[config.mk]
export PLATFORM = sky130hd
export DESIGN_NAME = bgu_div
export DESIGN_NICKNAME = d
export VERILOG_FILES = /design/src/rtl/core/bgu_pkg.sv /design/src/rtl/core/bgu_div.sv
export SDC_FILE = /design/constraint.sdc
export NUM_CORES = 1
export LEC_CHECK = 0
export BUFFER_PORTS_ARGS = -buffer_cell sky130_fd_sc_hd__buf_2
export CAP_MARGIN = 20
export CORE_MARGIN = 8
export CORE_UTILIZATION = 50
export CTS_BUF_LIST = sky130_fd_sc_hd__clkbuf_16
export DETAILED_ROUTE_END_ITERATION = 10
export PLACE_DENSITY = 0.77
export RECOVER_POWER = 50
export SLEW_MARGIN = 20
export SYNTH_ARGS = -nofsm -noshare
export SYNTH_HDL_FRONTEND = slang
export SYNTH_SLANG_ARGS = --single-unit
[constraint.sdc]
create_clock -name aclk -period 4.5 [get_ports aclk]
set_clock_uncertainty 0.2 [all_clocks]
set_input_delay 0.675 -clock aclk [delete_from_list [all_inputs] [get_ports aclk]]
set_output_delay 0.675 -clock aclk [all_outputs]
set_load 0.005 [all_outputs]
[src/rtl/core/bgu_pkg.sv]
package bgu_pkg;

    // Sizing of the source store, destination grid and sample width.
    localparam int MAX_SRC_DIM = 256;
    localparam int MAX_DST_DIM = 16384;
    localparam int SAMPLE_BITS = 16;

    // Fixed field widths of the stream and register interfaces.
    localparam int COORD_W        = 14;
    localparam int SAMPLE_FIELD_W = 16;
    localparam int SRC_CFG_W      = 9;
    localparam int DST_CFG_W      = 15;
    localparam int S_TDATA_W      = 48;
    localparam int M_TDATA_W      = 16;
    localparam int COL_LSB        = 0;
    localparam int ROW_LSB        = COL_LSB + COORD_W;
    localparam int SAMPLE_LSB     = ROW_LSB + COORD_W;

    // Datapath widths derived from the sizing constants.
    localparam int SIDX_W      = $clog2(MAX_SRC_DIM);
    localparam int ADDR_W      = 2 * SIDX_W;
    localparam int STORE_DEPTH = 1 << ADDR_W;
    localparam int DX_W        = $clog2(MAX_DST_DIM);
    localparam int H_W         = SAMPLE_BITS + DX_W;
    localparam int P_W         = H_W + DX_W;
    localparam int DEN_W       = 2 * DX_W;
    localparam int NUM_W       = P_W + 1;
    localparam int DSH_W       = DEN_W + SAMPLE_BITS;
    localparam int CNT_W       = $clog2(SAMPLE_BITS + 1);

    localparam int BYTE_LIMIT = 255;

    // Register port.
    localparam int PADDR_W   = 5;
    localparam int PDATA_W   = 32;
    localparam int REG_IDX_W = PADDR_W - 2;

    typedef logic [REG_IDX_W-1:0] reg_idx_t;
    localparam reg_idx_t REG_SRC_WIDTH  = reg_idx_t'(0);
    localparam reg_idx_t REG_SRC_HEIGHT = reg_idx_t'(1);
    localparam reg_idx_t REG_DST_WIDTH  = reg_idx_t'(2);
    localparam reg_idx_t REG_DST_HEIGHT = reg_idx_t'(3);
    localparam reg_idx_t REG_BYTE_MODE  = reg_idx_t'(4);

    localparam logic CMD_LOAD    = 1'b0;
    localparam logic CMD_COMPUTE = 1'b1;

    // Effective (clamped) configuration seen by the datapath.
    typedef struct packed {
        logic [SRC_CFG_W-1:0] sw;
        logic [SRC_CFG_W-1:0] sh;
        logic [DX_W-1:0]      dx;
        logic [DX_W-1:0]      dy;
        logic                 byte_mode;
    } cfg_t;

    typedef struct packed {
        logic             start;
        logic [CNT_W-1:0] steps;
    } div_req_t;

    typedef struct packed {
        logic busy;
        logic done;
    } div_stat_t;

endpackage

[src/rtl/core/bgu_div.sv]
module bgu_div import bgu_pkg::*; (
    input  logic                   aclk,
    input  logic                   aresetn,
    input  div_req_t               req,
    input  logic [NUM_W-1:0]       num,
    input  logic [DSH_W-1:0]       dsh,
    output div_stat_t              stat,
    output logic [SAMPLE_BITS-1:0] quo,
    output logic [DX_W-1:0]        rem
);

    // Restoring divider, one quotient bit per cycle. The divisor arrives
    // pre-shifted left by (steps-1) and walks right one place per step.
    logic                   busy_reg, busy_next;
    logic                   done_reg, done_next;
    logic [CNT_W-1:0]       cnt_reg, cnt_next;
    logic [NUM_W-1:0]       rem_reg;
    logic [DSH_W-1:0]       dsh_reg;
    logic [SAMPLE_BITS-1:0] quo_reg;
    logic [NUM_W:0]         diff;
    logic                   fits;

    assign diff = {1'b0, rem_reg} - (NUM_W + 1)'(dsh_reg);
    assign fits = !diff[NUM_W];

    always_comb begin
        busy_next = busy_reg;
        done_next = 1'b0;
        cnt_next  = cnt_reg;
        if (req.start) begin
            busy_next = 1'b1;
            cnt_next  = req.steps;
        end else if (busy_reg) begin
            cnt_next = cnt_reg - CNT_W'(1);
            if (cnt_reg == CNT_W'(1)) begin
                busy_next = 1'b0;
                done_next = 1'b1;
            end
        end
    end

    always_ff @(posedge aclk) begin
        if (!aresetn) begin
            busy_reg <= 1'b0;
            done_reg <= 1'b0;
            cnt_reg  <= '0;
        end else begin
            busy_reg <= busy_next;
            done_reg <= done_next;
            cnt_reg  <= cnt_next;
        end
    end

    always_ff @(posedge aclk) begin
        if (req.start) begin
            rem_reg <= num;
            dsh_reg <= dsh;
            quo_reg <= '0;
        end else if (busy_reg) begin
            if (fits) begin
                rem_reg <= diff[NUM_W-1:0];
            end
            quo_reg <= {quo_reg[SAMPLE_BITS-2:0], fits};
            dsh_reg <= dsh_reg >> 1;
        end
    end

    assign stat.busy = busy_reg;
    assign stat.done = done_reg;
    assign quo       = quo_reg;
    assign rem       = rem_reg[DX_W-1:0];

endmodule

== After elaboration in Yosys (flattened, before gate mapping) ==
Cells that the tools add are included.
Storage, ports and cells
  logic and storage cells: 27
  output and inout port bits: 32
  bits of input ports: 97
  flip-flop bits (word level): 112
Operators by class
  multiplexer cells: 11
  bitwise gates (word level): 2
  eq/ne operators: 2
  reduce and logical (&&, ||, !) cells: 4
  add/sub/neg operators: 2
Operator list (count)
  45-bit two-way mux: 3
  44-bit two-way mux: 2
  45-bit by 44-bit subtractor with 46-bit output: 1
  5-bit two-way mux: 2
  5-bit by 1-bit == test with 1-bit output, second input constant: 1
  5-bit by 1-bit subtractor with 5-bit output, second input constant: 1
  1-bit two-way mux: 4
  3-bit OR reduction: 1
  2-bit != test, second input constant: 1
  1-bit inverter: 2
  2-bit AND reduction: 1
  2-bit nonzero test: 1
  1-bit logical NOT: 1

== Longest topological paths before layout ==
  depth in word-level cells: 4
  depth in mapped cells: 12
  gate-level depth less buffers: 12

== Worst setup path before layout ==
OpenSTA, ideal clock, no wires.
  path type: flip-flop to flip-flop
  start: register rem_reg[6]
  end: register rem_reg[0] (enable)
  clock period less this slack: 4745 ps
  stages on the path, launching flop included: 11
  setup time: 453 ps
  buffers on the path: 0
  arrival: 4091 ps
  data required time: 3847 ps
  slack: -245 ps
  cells stage by stage: edfxtp_1 -> ha_1 -> o211a_1 -> o21ai_1 -> a31oi_1 -> a31o_2 -> a211o_2 -> a21oi_4 -> o31ai_2 -> a41oi_2 -> o21ai_1
Between the ends
  cells in the longest elaborated chain, start to end: 3
Ends and longest elaborated chain
  from (decl): RTL line bgu_div.sv:17  | logic [NUM_W-1:0] rem_reg;
  from (signal assigned): RTL line bgu_div.sv:56  | rem_reg <= num;
  from (signal assigned): RTL line bgu_div.sv:61  | rem_reg <= diff[NUM_W-1:0];
  45-bit by 44-bit subtractor with 46-bit output: RTL line bgu_div.sv:23  | assign diff = {1'b0, rem_reg} - (NUM_W + 1)'(dsh_reg);
  2-bit != test (no line)
  2-bit AND reduction (no line)
No other way between the ends.
A chain may end at the register's enable or synchronous reset.

== Worst setup path after layout ==
  start: register rem_reg[6]
  end: register rem_reg[30] (enable)
The elaborated chain is that of the path after synthesis.

==> summary.txt <==
Synthesis
  – Avg Synthesized Cell Area: ~9 µm²
  – Area contributors post-synth: edfxtp_1 (37%), ha_1 (8.0%), o21ai_0 (7.0%), nand2_1 (6.6%), dfxtp_1 (6.4%)
  – Flop and latch count out of synthesis: 112
  – YS warnings: 0
  – Largest area contributor in the synthesized netlist: edfxtp_1
  – Post-synthesis sequential area ratio: 43.6%
  – Synthesized net count: 931
  – Count of cell types in the netlist: 57
  – Post-synth top area share: 37.2%
  – Cells after Synth: slightly below 800
  – Post-Syn Area: 7180 µm²
  – Most frequent cell after synthesis: nand2_1
  – Async set or reset register ratio after synthesis: 0%
  – EDFF count, synth: 89
  – Top post-synthesis cells by count: nand2_1 (127), o21ai_0 (101), edfxtp_1 (89), inv_1 (57), nor2_1 (48)
  – Top_reg_cell synth: edfxtp_1

Timing
  – Setup TNS: 0 ns
  – PnR worst setup slack: 0.696 ns
  – Tmin final: 3.80 ns
  – Rel. slew slack: -14.9%
  – Fin crit share: 84.5%
  – Hold Vio Cnt, Final: 0
  – Setup-failing EPs final: 0
  – Max Slew Vio Count: 196
  – Hold WS: 0.304 ns
  – Max Fclk: approximately 260 MHz
  – RSZ-0062 raised after global routing: no
  – Least-Margin Pin Slew: approximately 1.7 ns

Detailed routing
  – First drt pass iteration count: 7
  – WL met2: roughly 8000 µm
  – Final WL: 17200 µm
  – Via density per instance: 5.51
  – DR iter-0 viols: 343
  – Met1 wire length: 7820 µm
  – Wire length per cell: ~16 µm
  – DR vias: between 5k and 6k
  – ANT nets after route: 0
  – Metal3 WL: 1180 µm
  – DR top layer: met4
  – DRC viols: 0

Status
  – Failing checks: capacitance limit, slew limit
  – Status: finished with violations

Clock tree
  – Clk Latency, worst-skew pair: between 0.3 and 0.4 ns
  – Post_cts resized: 0
  – # Post-CTS Setup Buffers: 0
  – Htree depth: 3
  – CTS buffer count: 9
  – Clock Root Buffer: clkbuf_16
  – Clock tree buffer depth: 2
  – Clock sink count: 112
  – CTS tree: yes
  – Clock slew at reported path FFs: about 0.080 ns
  – CTS hold repair buffers: 0

Setup path
  – CP max FO: 18
  – Slowest CP cell: o21ai_4
  – CP delay by family, top: compound AO/OA/AOI/OAI gates
  – Critical path endpoint category: flop
  – Kind of critical path: reg2reg
  – Critical Path Max Stage Delay: 0.53 ns
  – WP data required: 4.35 ns
  – Critical Path Source: rem_reg[6]
  – Worst Path Buf+Inv: 1
  – R2r endpoint: rem_reg[30]
  – Reg2reg setup slack: 0.70 ns
  – FF-to-FF Start: rem_reg[6]
  – Worst r2r path cells: 11
  – Worst setup SP type: flop
  – Arr. time, crit path: 3.65 ns
  – CP Cell Sequence: ha_1, o211a_1, o21ai_1, a31oi_1, a31o_2, a211o_2, a21oi_4, o31ai_2, a41oi_2, o21ai_4, buf_4

Min path
  – Worst Hold Endpoint: quo[15]
  – Hold depth: 2
  – Min-Delay Path Class: reg2reg
  – Hold Path Origin: quo[15]

Power and ir drop
  – Cell area power density: 536 nW/µm²
  – Static Leak: ~3.5 nW
  – Max VDD drop: 0.275 mV

Place
  – DP Cell Count: 1050
  – GP Congestion: ~0.90
  – Pre-CTS WS: 0.726 ns
  – Port-buffer cells: 128
  – HPWL Detailed: 12900 µm

GRT
  – Number of global-route vias before repair: 5765
  – Total GRT Usage: 19.1%
  – Global route total overflow: 0
  – Initial antenna violation count: 0
  – Largest net degree at the start of global routing: 103
  – First-pass GRT wire length: 28300 µm

Layout
  – Multi-input gate area in the final layout: ~3600 µm²
  – Max FFs per register: 45
  – Total Nets Final: 1025
  – # fillers: 1300
  – Share of layout cells above drive strength 1: ~16%
  – Antenna cells: 0
  – Final Util: 58.2%
  – P&R area growth vs syn: 12.9%
  – Non-Filler Instances: 1066
  – Register Area: 3130 µm²

Run
  – Max-cap violations: 2

Die
  – Die X: 136 µm
  – Starting density of the core: 51.5%
  – Die area: 18400 µm²
  – FP Rows: 43
  – Die H: roughly 140 µm
  – Io pins: 129
  – Total core area: approximately 14000 µm²
[worst register-to-register path, delay by kind of cell (launching register included)]
| family | cells | cell delay, ns |
|---|---|---|
| AO/OA/AOI/OAI | 9 | 2.10 |
| flip-flops | 1 | 0.40 |
| adder cells (fa/ha/maj) | 1 | 0.40 |
| buffers and inverters | 1 | 0.40 |
[metal layers]
layer / vias to the layer above / track usage, %
met3: 22 / 5.68
met2: 160 / 30.6
met4: 0 / 6.17
met5: - / 0
met1: 2718 / 24.2
li1: 2974 / -
[cell usage in the layout, fill, tap and decap left out, drive strengths merged, types with 4 or more instances in the layout]
| cell | Yosys | layout |
|---|---|---|
| inv | 57 | 60 |
| dfxtp | 23 | 23 |
| o31ai | 5 | 5 |
| edfxtp | 89 | 89 |
| and2 | 4 | 4 |
| xnor2 | 24 | 24 |
| mux2i | 15 | 15 |
| ha | 46 | 46 |
| o21ai | 116 | 116 |
| o21a | 7 | 7 |
| o21bai | 6 | 6 |
| xor2 | 18 | 18 |
| a211oi | 5 | 5 |
| a21o | 21 | 21 |
| nor2 | 48 | 48 |
| clkbuf | 27 | 40 |
| nand2 | 127 | 127 |
| a21oi | 50 | 50 |
| nor2b | 7 | 7 |
| nand3 | 4 | 4 |
| nand4 | 10 | 10 |
| nor3 | 9 | 9 |
| buf | 23 | 104 |
| a31oi | 6 | 6 |
[how the worst max path moves through the flow]
stage,endpoint,slack (ns),cells past startpoint
2_1_floorplan,rem_reg[0],0.61,10
3_3_place_gp,rem_reg[34],0.83,11
3_5_place_dp,rem_reg[35],0.73,11
4_1_cts,rem_reg[30],0.67,11
5_1_grt,rem_reg[30],0.45,11
6_report,rem_reg[30],0.70,11
[cell families after synthesis]
kind of cell	after synthesis	synth area share (%)
AOI/OAI and AO/OA	241	21.1
xor gates and xnor gates	42	5.12
adders and majority gates	47	8.30
buffers and inverters	107	6.48
DFF	112	43.6
muxes	17	2.40
and+or+nand+nor	221	13.0
[layout make-up]
class,count,share of cell area [%]
clock buffer,11,3.40
timing repair buffer,133,7.86
inverter,57,2.64
sequential,112,38.7
tap,180,2.78
multi-input combinational,568,44.4
clock inverter,5,0.324
[stage by stage]
stage	area [µm²]	total power, mW
3_5_place_dp	7850	3.52
6_report	8110	4.34
4_1_cts	8150	4.35
2_1_floorplan	7180	3.08
5_1_grt	8110	4.63
3_3_place_gp	7850	3.48
[where the power goes]
group / total [mW] / internal (mW) / switching, mW
Clock: 0.824 / 0.440 / 0.384
Sequential: 1.46 / 1.39 / 0.0786
Combinational: 2.05 / 0.837 / 1.21
Total: 4.34 / 2.66 / 1.68
(Power assumes the default switching activity.)
