[config.mk]
export PLATFORM = sky130hd
export DESIGN_NAME = bgu_regs
export DESIGN_NICKNAME = d
export VERILOG_FILES = /design/src/rtl/core/bgu_pkg.sv /design/src/rtl/core/bgu_regs.sv
export SDC_FILE = /design/constraint.sdc
export NUM_CORES = 1
export LEC_CHECK = 0
export BUFFER_PORTS_ARGS = -buffer_cell sky130_fd_sc_hd__buf_2
export CORE_ASPECT_RATIO = 0.75
export CORE_UTILIZATION = 30
export DETAILED_ROUTE_END_ITERATION = 12
export GPL_ROUTABILITY_DRIVEN = 0
export GPL_TIMING_DRIVEN = 0
export MAX_ROUTING_LAYER = met4
export RECOVER_POWER = 100
export SYNTH_ARGS = -nofsm -noshare
export SYNTH_HDL_FRONTEND = slang
export SYNTH_SLANG_ARGS = --single-unit
[constraint.sdc]
create_clock -name aclk -period 2.8 [get_ports aclk]
set_input_delay 0.28 -clock aclk [delete_from_list [all_inputs] [get_ports aclk]]
set_output_delay 0.28 -clock aclk [all_outputs]
set_load 0.05 [all_outputs]
[src/rtl/core/bgu_pkg.sv]
package bgu_pkg;

    // Sizing of the source store, destination grid and sample width.
    localparam int MAX_SRC_DIM = 256;
    localparam int MAX_DST_DIM = 16384;
    localparam int SAMPLE_BITS = 16;

    // Fixed field widths of the stream and register interfaces.
    localparam int COORD_W        = 14;
    localparam int SAMPLE_FIELD_W = 16;
    localparam int SRC_CFG_W      = 9;
    localparam int DST_CFG_W      = 15;
    localparam int S_TDATA_W      = 48;
    localparam int M_TDATA_W      = 16;
    localparam int COL_LSB        = 0;
    localparam int ROW_LSB        = COL_LSB + COORD_W;
    localparam int SAMPLE_LSB     = ROW_LSB + COORD_W;

    // Datapath widths derived from the sizing constants.
    localparam int SIDX_W      = $clog2(MAX_SRC_DIM);
    localparam int ADDR_W      = 2 * SIDX_W;
    localparam int STORE_DEPTH = 1 << ADDR_W;
    localparam int DX_W        = $clog2(MAX_DST_DIM);
    localparam int H_W         = SAMPLE_BITS + DX_W;
    localparam int P_W         = H_W + DX_W;
    localparam int DEN_W       = 2 * DX_W;
    localparam int NUM_W       = P_W + 1;
    localparam int DSH_W       = DEN_W + SAMPLE_BITS;
    localparam int CNT_W       = $clog2(SAMPLE_BITS + 1);

    localparam int BYTE_LIMIT = 255;

    // Register port.
    localparam int PADDR_W   = 5;
    localparam int PDATA_W   = 32;
    localparam int REG_IDX_W = PADDR_W - 2;

    typedef logic [REG_IDX_W-1:0] reg_idx_t;
    localparam reg_idx_t REG_SRC_WIDTH  = reg_idx_t'(0);
    localparam reg_idx_t REG_SRC_HEIGHT = reg_idx_t'(1);
    localparam reg_idx_t REG_DST_WIDTH  = reg_idx_t'(2);
    localparam reg_idx_t REG_DST_HEIGHT = reg_idx_t'(3);
    localparam reg_idx_t REG_BYTE_MODE  = reg_idx_t'(4);

    localparam logic CMD_LOAD    = 1'b0;
    localparam logic CMD_COMPUTE = 1'b1;

    // Effective (clamped) configuration seen by the datapath.
    typedef struct packed {
        logic [SRC_CFG_W-1:0] sw;
        logic [SRC_CFG_W-1:0] sh;
        logic [DX_W-1:0]      dx;
        logic [DX_W-1:0]      dy;
        logic                 byte_mode;
    } cfg_t;

    typedef struct packed {
        logic             start;
        logic [CNT_W-1:0] steps;
    } div_req_t;

    typedef struct packed {
        logic busy;
        logic done;
    } div_stat_t;

endpackage

[src/rtl/core/bgu_regs.sv]
module bgu_regs import bgu_pkg::*; (
    input  logic               aclk,
    input  logic               aresetn,
    input  logic               psel,
    input  logic               penable,
    input  logic               pwrite,
    input  logic [PADDR_W-1:0] paddr,
    input  logic [PDATA_W-1:0] pwdata,
    output logic [PDATA_W-1:0] prdata,
    output logic               pready,
    output cfg_t               cfg
);

    logic [SRC_CFG_W-1:0] src_width_reg;
    logic [SRC_CFG_W-1:0] src_height_reg;
    logic [DST_CFG_W-1:0] dst_width_reg;
    logic [DST_CFG_W-1:0] dst_height_reg;
    logic                 byte_mode_reg;
    reg_idx_t             idx;
    logic                 wr_en;
    logic [DST_CFG_W-1:0] dw_eff;
    logic [DST_CFG_W-1:0] dh_eff;

    function automatic logic [SRC_CFG_W-1:0] clamp_src(input logic [SRC_CFG_W-1:0] v);
        logic [SRC_CFG_W-1:0] r;
        if (v < SRC_CFG_W'(2)) begin
            r = SRC_CFG_W'(2);
        end else if (v > SRC_CFG_W'(MAX_SRC_DIM)) begin
            r = SRC_CFG_W'(MAX_SRC_DIM);
        end else begin
            r = v;
        end
        return r;
    endfunction

    function automatic logic [DST_CFG_W-1:0] clamp_dst(input logic [DST_CFG_W-1:0] v);
        logic [DST_CFG_W-1:0] r;
        if (v < DST_CFG_W'(2)) begin
            r = DST_CFG_W'(2);
        end else if (v > DST_CFG_W'(MAX_DST_DIM)) begin
            r = DST_CFG_W'(MAX_DST_DIM);
        end else begin
            r = v;
        end
        return r;
    endfunction

    assign idx    = paddr[PADDR_W-1:2];
    assign wr_en  = psel && penable && pwrite;
    assign pready = 1'b1;

    always_ff @(posedge aclk) begin
        if (!aresetn) begin
            src_width_reg  <= SRC_CFG_W'(2);
            src_height_reg <= SRC_CFG_W'(2);
            dst_width_reg  <= DST_CFG_W'(2);
            dst_height_reg <= DST_CFG_W'(2);
            byte_mode_reg  <= 1'b0;
        end else if (wr_en) begin
            case (idx)
                REG_SRC_WIDTH:  src_width_reg  <= pwdata[SRC_CFG_W-1:0];
                REG_SRC_HEIGHT: src_height_reg <= pwdata[SRC_CFG_W-1:0];
                REG_DST_WIDTH:  dst_width_reg  <= pwdata[DST_CFG_W-1:0];
                REG_DST_HEIGHT: dst_height_reg <= pwdata[DST_CFG_W-1:0];
                REG_BYTE_MODE:  byte_mode_reg  <= pwdata[0];
                default: ;
            endcase
        end
    end

    always_comb begin
        case (idx)
            REG_SRC_WIDTH:  prdata = PDATA_W'(src_width_reg);
            REG_SRC_HEIGHT: prdata = PDATA_W'(src_height_reg);
            REG_DST_WIDTH:  prdata = PDATA_W'(dst_width_reg);
            REG_DST_HEIGHT: prdata = PDATA_W'(dst_height_reg);
            REG_BYTE_MODE:  prdata = PDATA_W'(byte_mode_reg);
            default:        prdata = '0;
        endcase
    end

    // The datapath works on clamped sizes and on the last index of each
    // destination axis, which is also the mapping denominator.
    assign dw_eff        = clamp_dst(dst_width_reg);
    assign dh_eff        = clamp_dst(dst_height_reg);
    assign cfg.sw        = clamp_src(src_width_reg);
    assign cfg.sh        = clamp_src(src_height_reg);
    assign cfg.dx        = DX_W'(dw_eff - DST_CFG_W'(1));
    assign cfg.dy        = DX_W'(dh_eff - DST_CFG_W'(1));
    assign cfg.byte_mode = byte_mode_reg;

endmodule

Word level (Yosys, flattened, before mapping)
Cells that the tools add are included.
{"block": "word_totals", "word_cells": 36, "in_bits": 42, "register_bits": 49, "output_inout_bits": 80}
{"block": "classes", "n_addsub": 2, "muxes": 9, "n_reduce_logical": 8, "n_eq_ne": 4, "magnitude_cmp": 8}
{"cell": "$pmux 15 s5", "count": 1}
{"cell": "$mux 14", "count": 4}
{"cell": "$mux 9", "count": 4}
{"cell": "$gt 15x15->1 const B", "count": 2}
{"cell": "$lt 15x2->1 const B", "count": 2}
{"cell": "$sub 14x1->14 const B", "count": 2}
{"cell": "$gt 9x9->1 const B", "count": 2}
{"cell": "$lt 9x2->1 const B", "count": 2}
{"cell": "$reduce_and 2->1", "count": 5}
{"cell": "$eq 3x2->1 const B", "count": 2}
{"cell": "$eq 3x1->1 const B", "count": 1}
{"cell": "$eq 3x3->1 const B", "count": 1}
{"cell": "$logic_not 3->1", "count": 1}
{"cell": "$logic_and 1x1->1", "count": 2}

Depth between registers and ports, before layout
{"block": "depth", "depth_word": 4, "depth_mapped": 11, "ltp_nobuf": 9}

Worst setup path before layout
Ideal clock, no wire load.
{"block": "synth_path", "kind": "flip-flop to output port", "start": "register dst_width_reg[7]", "end": "output port cfg[25] (netlist name)", "required_time_ns": 2.520, "setup_slack_ns": -2.745, "arrival_ns": 5.265, "path_stages_with_launch": 10, "path_buffers": 3, "cell_sequence": "dfxtp_1 buf_6 or4_1 buf_2 or2_4 o311ai_0 ha_1 clkbuf_1 a21oi_1 nor3_1"}
{"element": "start: declaration", "line_no": "bgu_regs.sv:16", "source": "logic [DST_CFG_W-1:0] dst_width_reg;"}
{"element": "start signal: assignment", "line_no": "bgu_regs.sv:63", "source": "REG_DST_WIDTH: dst_width_reg <= pwdata[DST_CFG_W-1:0];"}
{"element": "end: declaration", "line_no": "bgu_regs.sv:11", "source": "output cfg_t cfg"}

==> flow_summary_export.csv <==
group,metric,value,unit
outcome,status,"finished, violations left",
outcome,violations,"design-rule violations, negative setup slack",
synth,synth_edf_count,0,
sta,fin_ws,-0.0878,ns
flow_run,maxCapViolCount,0,
synth,yosysTopAreaCellShare,0.289,
sta,setup_viol,7,
setup_path,crit_chain,"buf_6 -> or4_4 -> or2_4 -> o311ai_4 -> ha_4 -> clkbuf_16 -> o21ai_1 -> a21oi_4 -> buf_6",
setup_path,critical-path-top-delay-family,"simple AND/OR/NAND/NOR gates",
setup_path,cp_max_fo,6,
pwr,pwr_density_cell,365,nW/µm²
setup_path,worstPathRequired,2.52,ns
synth,synthAdderAreaFrac,0.00738,
global_route,antenna_found_initial,0,
synth,yosys_warnings,0,
cts,clockBufferDepth,2,
synth,synth_compound_area_frac,0.153,
cts,cts_root_buf,"clkbuf_16",
final_layout,finalInstanceArea,4670,µm²
global_route,track_usage,0.186,
placed_design,hpwl,8180,µm
final_layout,antenna-diode-count,0,
floorplan,die_x,125,µm
detailed_routing,wl_per_cell,15.6,µm
placed_design,dpl_cell_area,4200,µm²
global_route,gr-total-overflow,0,
setup_path,critPathLaunchType,"flip-flop",
sta,setup_tns,-0.318,ns
synth,syn-cell-area,3390,µm²
synth,synth_most_common_cell,"nand2_1",
sta,fin_crit,2.89,ns
detailed_routing,drc,14,
final_layout,nets,593,
cts,clock_latency,0.29,ns
setup_path,endpoint_kind,"output port",
synth,yosysUniqueCellTypes,50,
synth,synth_top_family_by_area,"simple AND/OR/NAND/NOR gates",
setup_path,crit_type,"reg -> out",
detailed_routing,viasPerCell,5.01,
cts,clk_pin_slew,0.06,ns
sta,max_freq,0.346,GHz
global_route,grt_pass1_vias,3036,
detailed_routing,wirelength,10800,µm
floorplan,dieArea,11700,µm²
placed_design,numPortBuffers,82,
cts,h-tree-depth,2,
global_route,grt_max_degree,16,
setup_path,max_stage_delay,0.54,ns
synth,synth_common_cells,"nand2_1 (63), dfxtp_1 (49), nor2b_1 (46), mux2i_1 (35)",
synth,ys_top_cells_by_area,"dfxtp_1 (29%), mux2i_1 (10%), nor2b_1 (8.5%), nand2_1 (7.0%), a21boi_0 (4.9%)",
floorplan,core_area,11000,µm²
synth,syn_inst,426,
synth,yosys.area_share.simple,0.288,
cts,cts_made_buffers,5,
synth,synth_top_flop_cell,"dfxtp_1",
min_path,hp-class,"in -> reg",
detailed_routing,num_vias,3455,
final_layout,drive_above_1_share,0.275,
detailed_routing,drtPass1Iterations,9,
detailed_routing,ant_nets,0,
cts,numClockSinks,49,
synth,synth_xor_area_frac,0.0103,
sta,tightest_slew,1.10,ns
synth,synthMuxAreaShare,0.158,
synth,synth_top_cell_by_area,"dfxtp_1",
synth,async_reset_ff_frac,0,
global_route,grt_first_pass_wirelength,16700,µm
pwr,ir_worst_vdd,0.233,mV
setup_path,cp_num_buf_inv,3,
cts,tritoncts,"done",
floorplan,start_util,0.309,
floorplan,ios,122,
sta,maxSlewViolCount,0,
floorplan,die_h,94.1,µm
sta,rsz0062_at_grt,"true",
final_layout,syn_to_final_growth,37.8,%
synth,avgSynthCellArea,7.96,µm²
detailed_routing,drt_iter0_drc,237,
sta,fin_crit_sh,1.03,
final_layout,nFillCells,1122,
pwr,power_leakage,1.90,nW
sta,hold_viol_final,0,
floorplan,row_count,33,
synth,synth_seq_cells,49,
synth,yosysSeqAreaShare,0.289,
setup_path,slowest_stage,"or4_4",
setup_path,cp.arrival,2.61,ns
sta,slew_headroom,0.263,
cts,cts-hold-fix-buffers,0,
setup_path,path_common_cell,"buf_6",
sta,clock_skew,0,ns
## worst register-to-register path, delay by kind of cell (launching register included)
kind                   cells  cell delay, ns
buffers and inverters      1            0.42
flip-flops                 1            0.40
AO/OA/AOI/OAI              1            0.16
AND/OR/NAND/NOR            1            0.08
## logic make-up (layout without fill, tap and decap cells)
| logic type | after synthesis | after routing |
|---|---|---|
| muxes | 43 | 43 |
| xor gates and xnor gates | 4 | 4 |
| DFF | 49 | 49 |
| AOI/OAI and AO/OA | 76 | 76 |
| other | 2 | 18 |
| buffers and inverters | 59 | 167 |
| adders and majority gates | 2 | 2 |
| and+or+nand+nor | 191 | 191 |
## layout by cell type (no fill, tap or decap), types with 5 or more instances in the layout
master     instances
a21boi_0          22
a21oi_1           14
a21oi_2            5
buf_2             22
buf_4             45
buf_6              9
clkbuf_1          54
clkbuf_16          7
clkbuf_2          14
conb_1            18
dfxtp_1           45
inv_1              7
mux2i_1           35
mux4_2             7
nand2_1           61
nand3_1            8
nor2_1            18
nor2b_1           46
nor3_1            12
nor4_1             5
o21ai_0            6
or3_1              7
## metrics by stage
step / setup WS (ns) / utilization / hold slack (ns) / std cells / total power [mW]
6_report: -0.0878 / 0.426 / 0.260 / 690 / 1.71
3_5_place_dp: -0.141 / 0.383 / 0.493 / 664 / 0.990
4_1_cts: -0.141 / 0.412 / 0.254 / 677 / 1.70
2_1_floorplan: -0.364 / - / 0.404 / 442 / 0.927
3_3_place_gp: -0.126 / 0.383 / 0.481 / 664 / 0.988
5_1_grt: -0.166 / 0.426 / 0.271 / 690 / 1.76
## power by group
part,internal [mW],leakage (nW),total (mW),switching [mW]
Clock,0.446,0.0831,0.712,0.266
Sequential,0.701,0.398,0.709,0.00828
Combinational,0.0943,1.42,0.284,0.189
Total,1.24,1.90,1.71,0.464
## routing by layer
layer / global-route usage / vias to the layer above / wire length, µm
li1: - / 1694 / -
met3: 0.0319 / 4 / 757
met2: 0.279 / 132 / 4650
met5: - / - / 0
met4: 0.0247 / 0 / 24
met1: 0.266 / 1625 / 5340
## cell type report
class | count | area, µm² | area share
clock inverters | 2 | 37.5 | 0.00803
inverters | 9 | 41.3 | 0.00883
repair buffers | 101 | 616 | 0.132
plain buffers | 49 | 315 | 0.0675
multi-input cells | 334 | 2360 | 0.505
clock buffers | 6 | 139 | 0.0297
well taps | 140 | 175 | 0.0375
flip-flops and latches | 49 | 988 | 0.211
## what timing repair did
item	in CTS	in global routing
gates resized for setup	31	33
setup buffers	5	12
endpoints found under the setup margin	14	16
cloned	1	1
pin swaps	7	13
## worst paths after layout
check	startpoint	endpoint	slack, ns	cells past startpoint
setup / recovery	dst_width_reg[8]	cfg[27]	-0.09	9
hold / removal	pwdata[11]	dst_height_reg[11]	0.26	3
setup reg to reg	dst_height_reg[14]	dst_height_reg[14]	1.66	3
hold reg to reg	dst_height_reg[13]	dst_height_reg[13]	0.51	2
No activity file was read; power rests on OpenSTA's default activity.
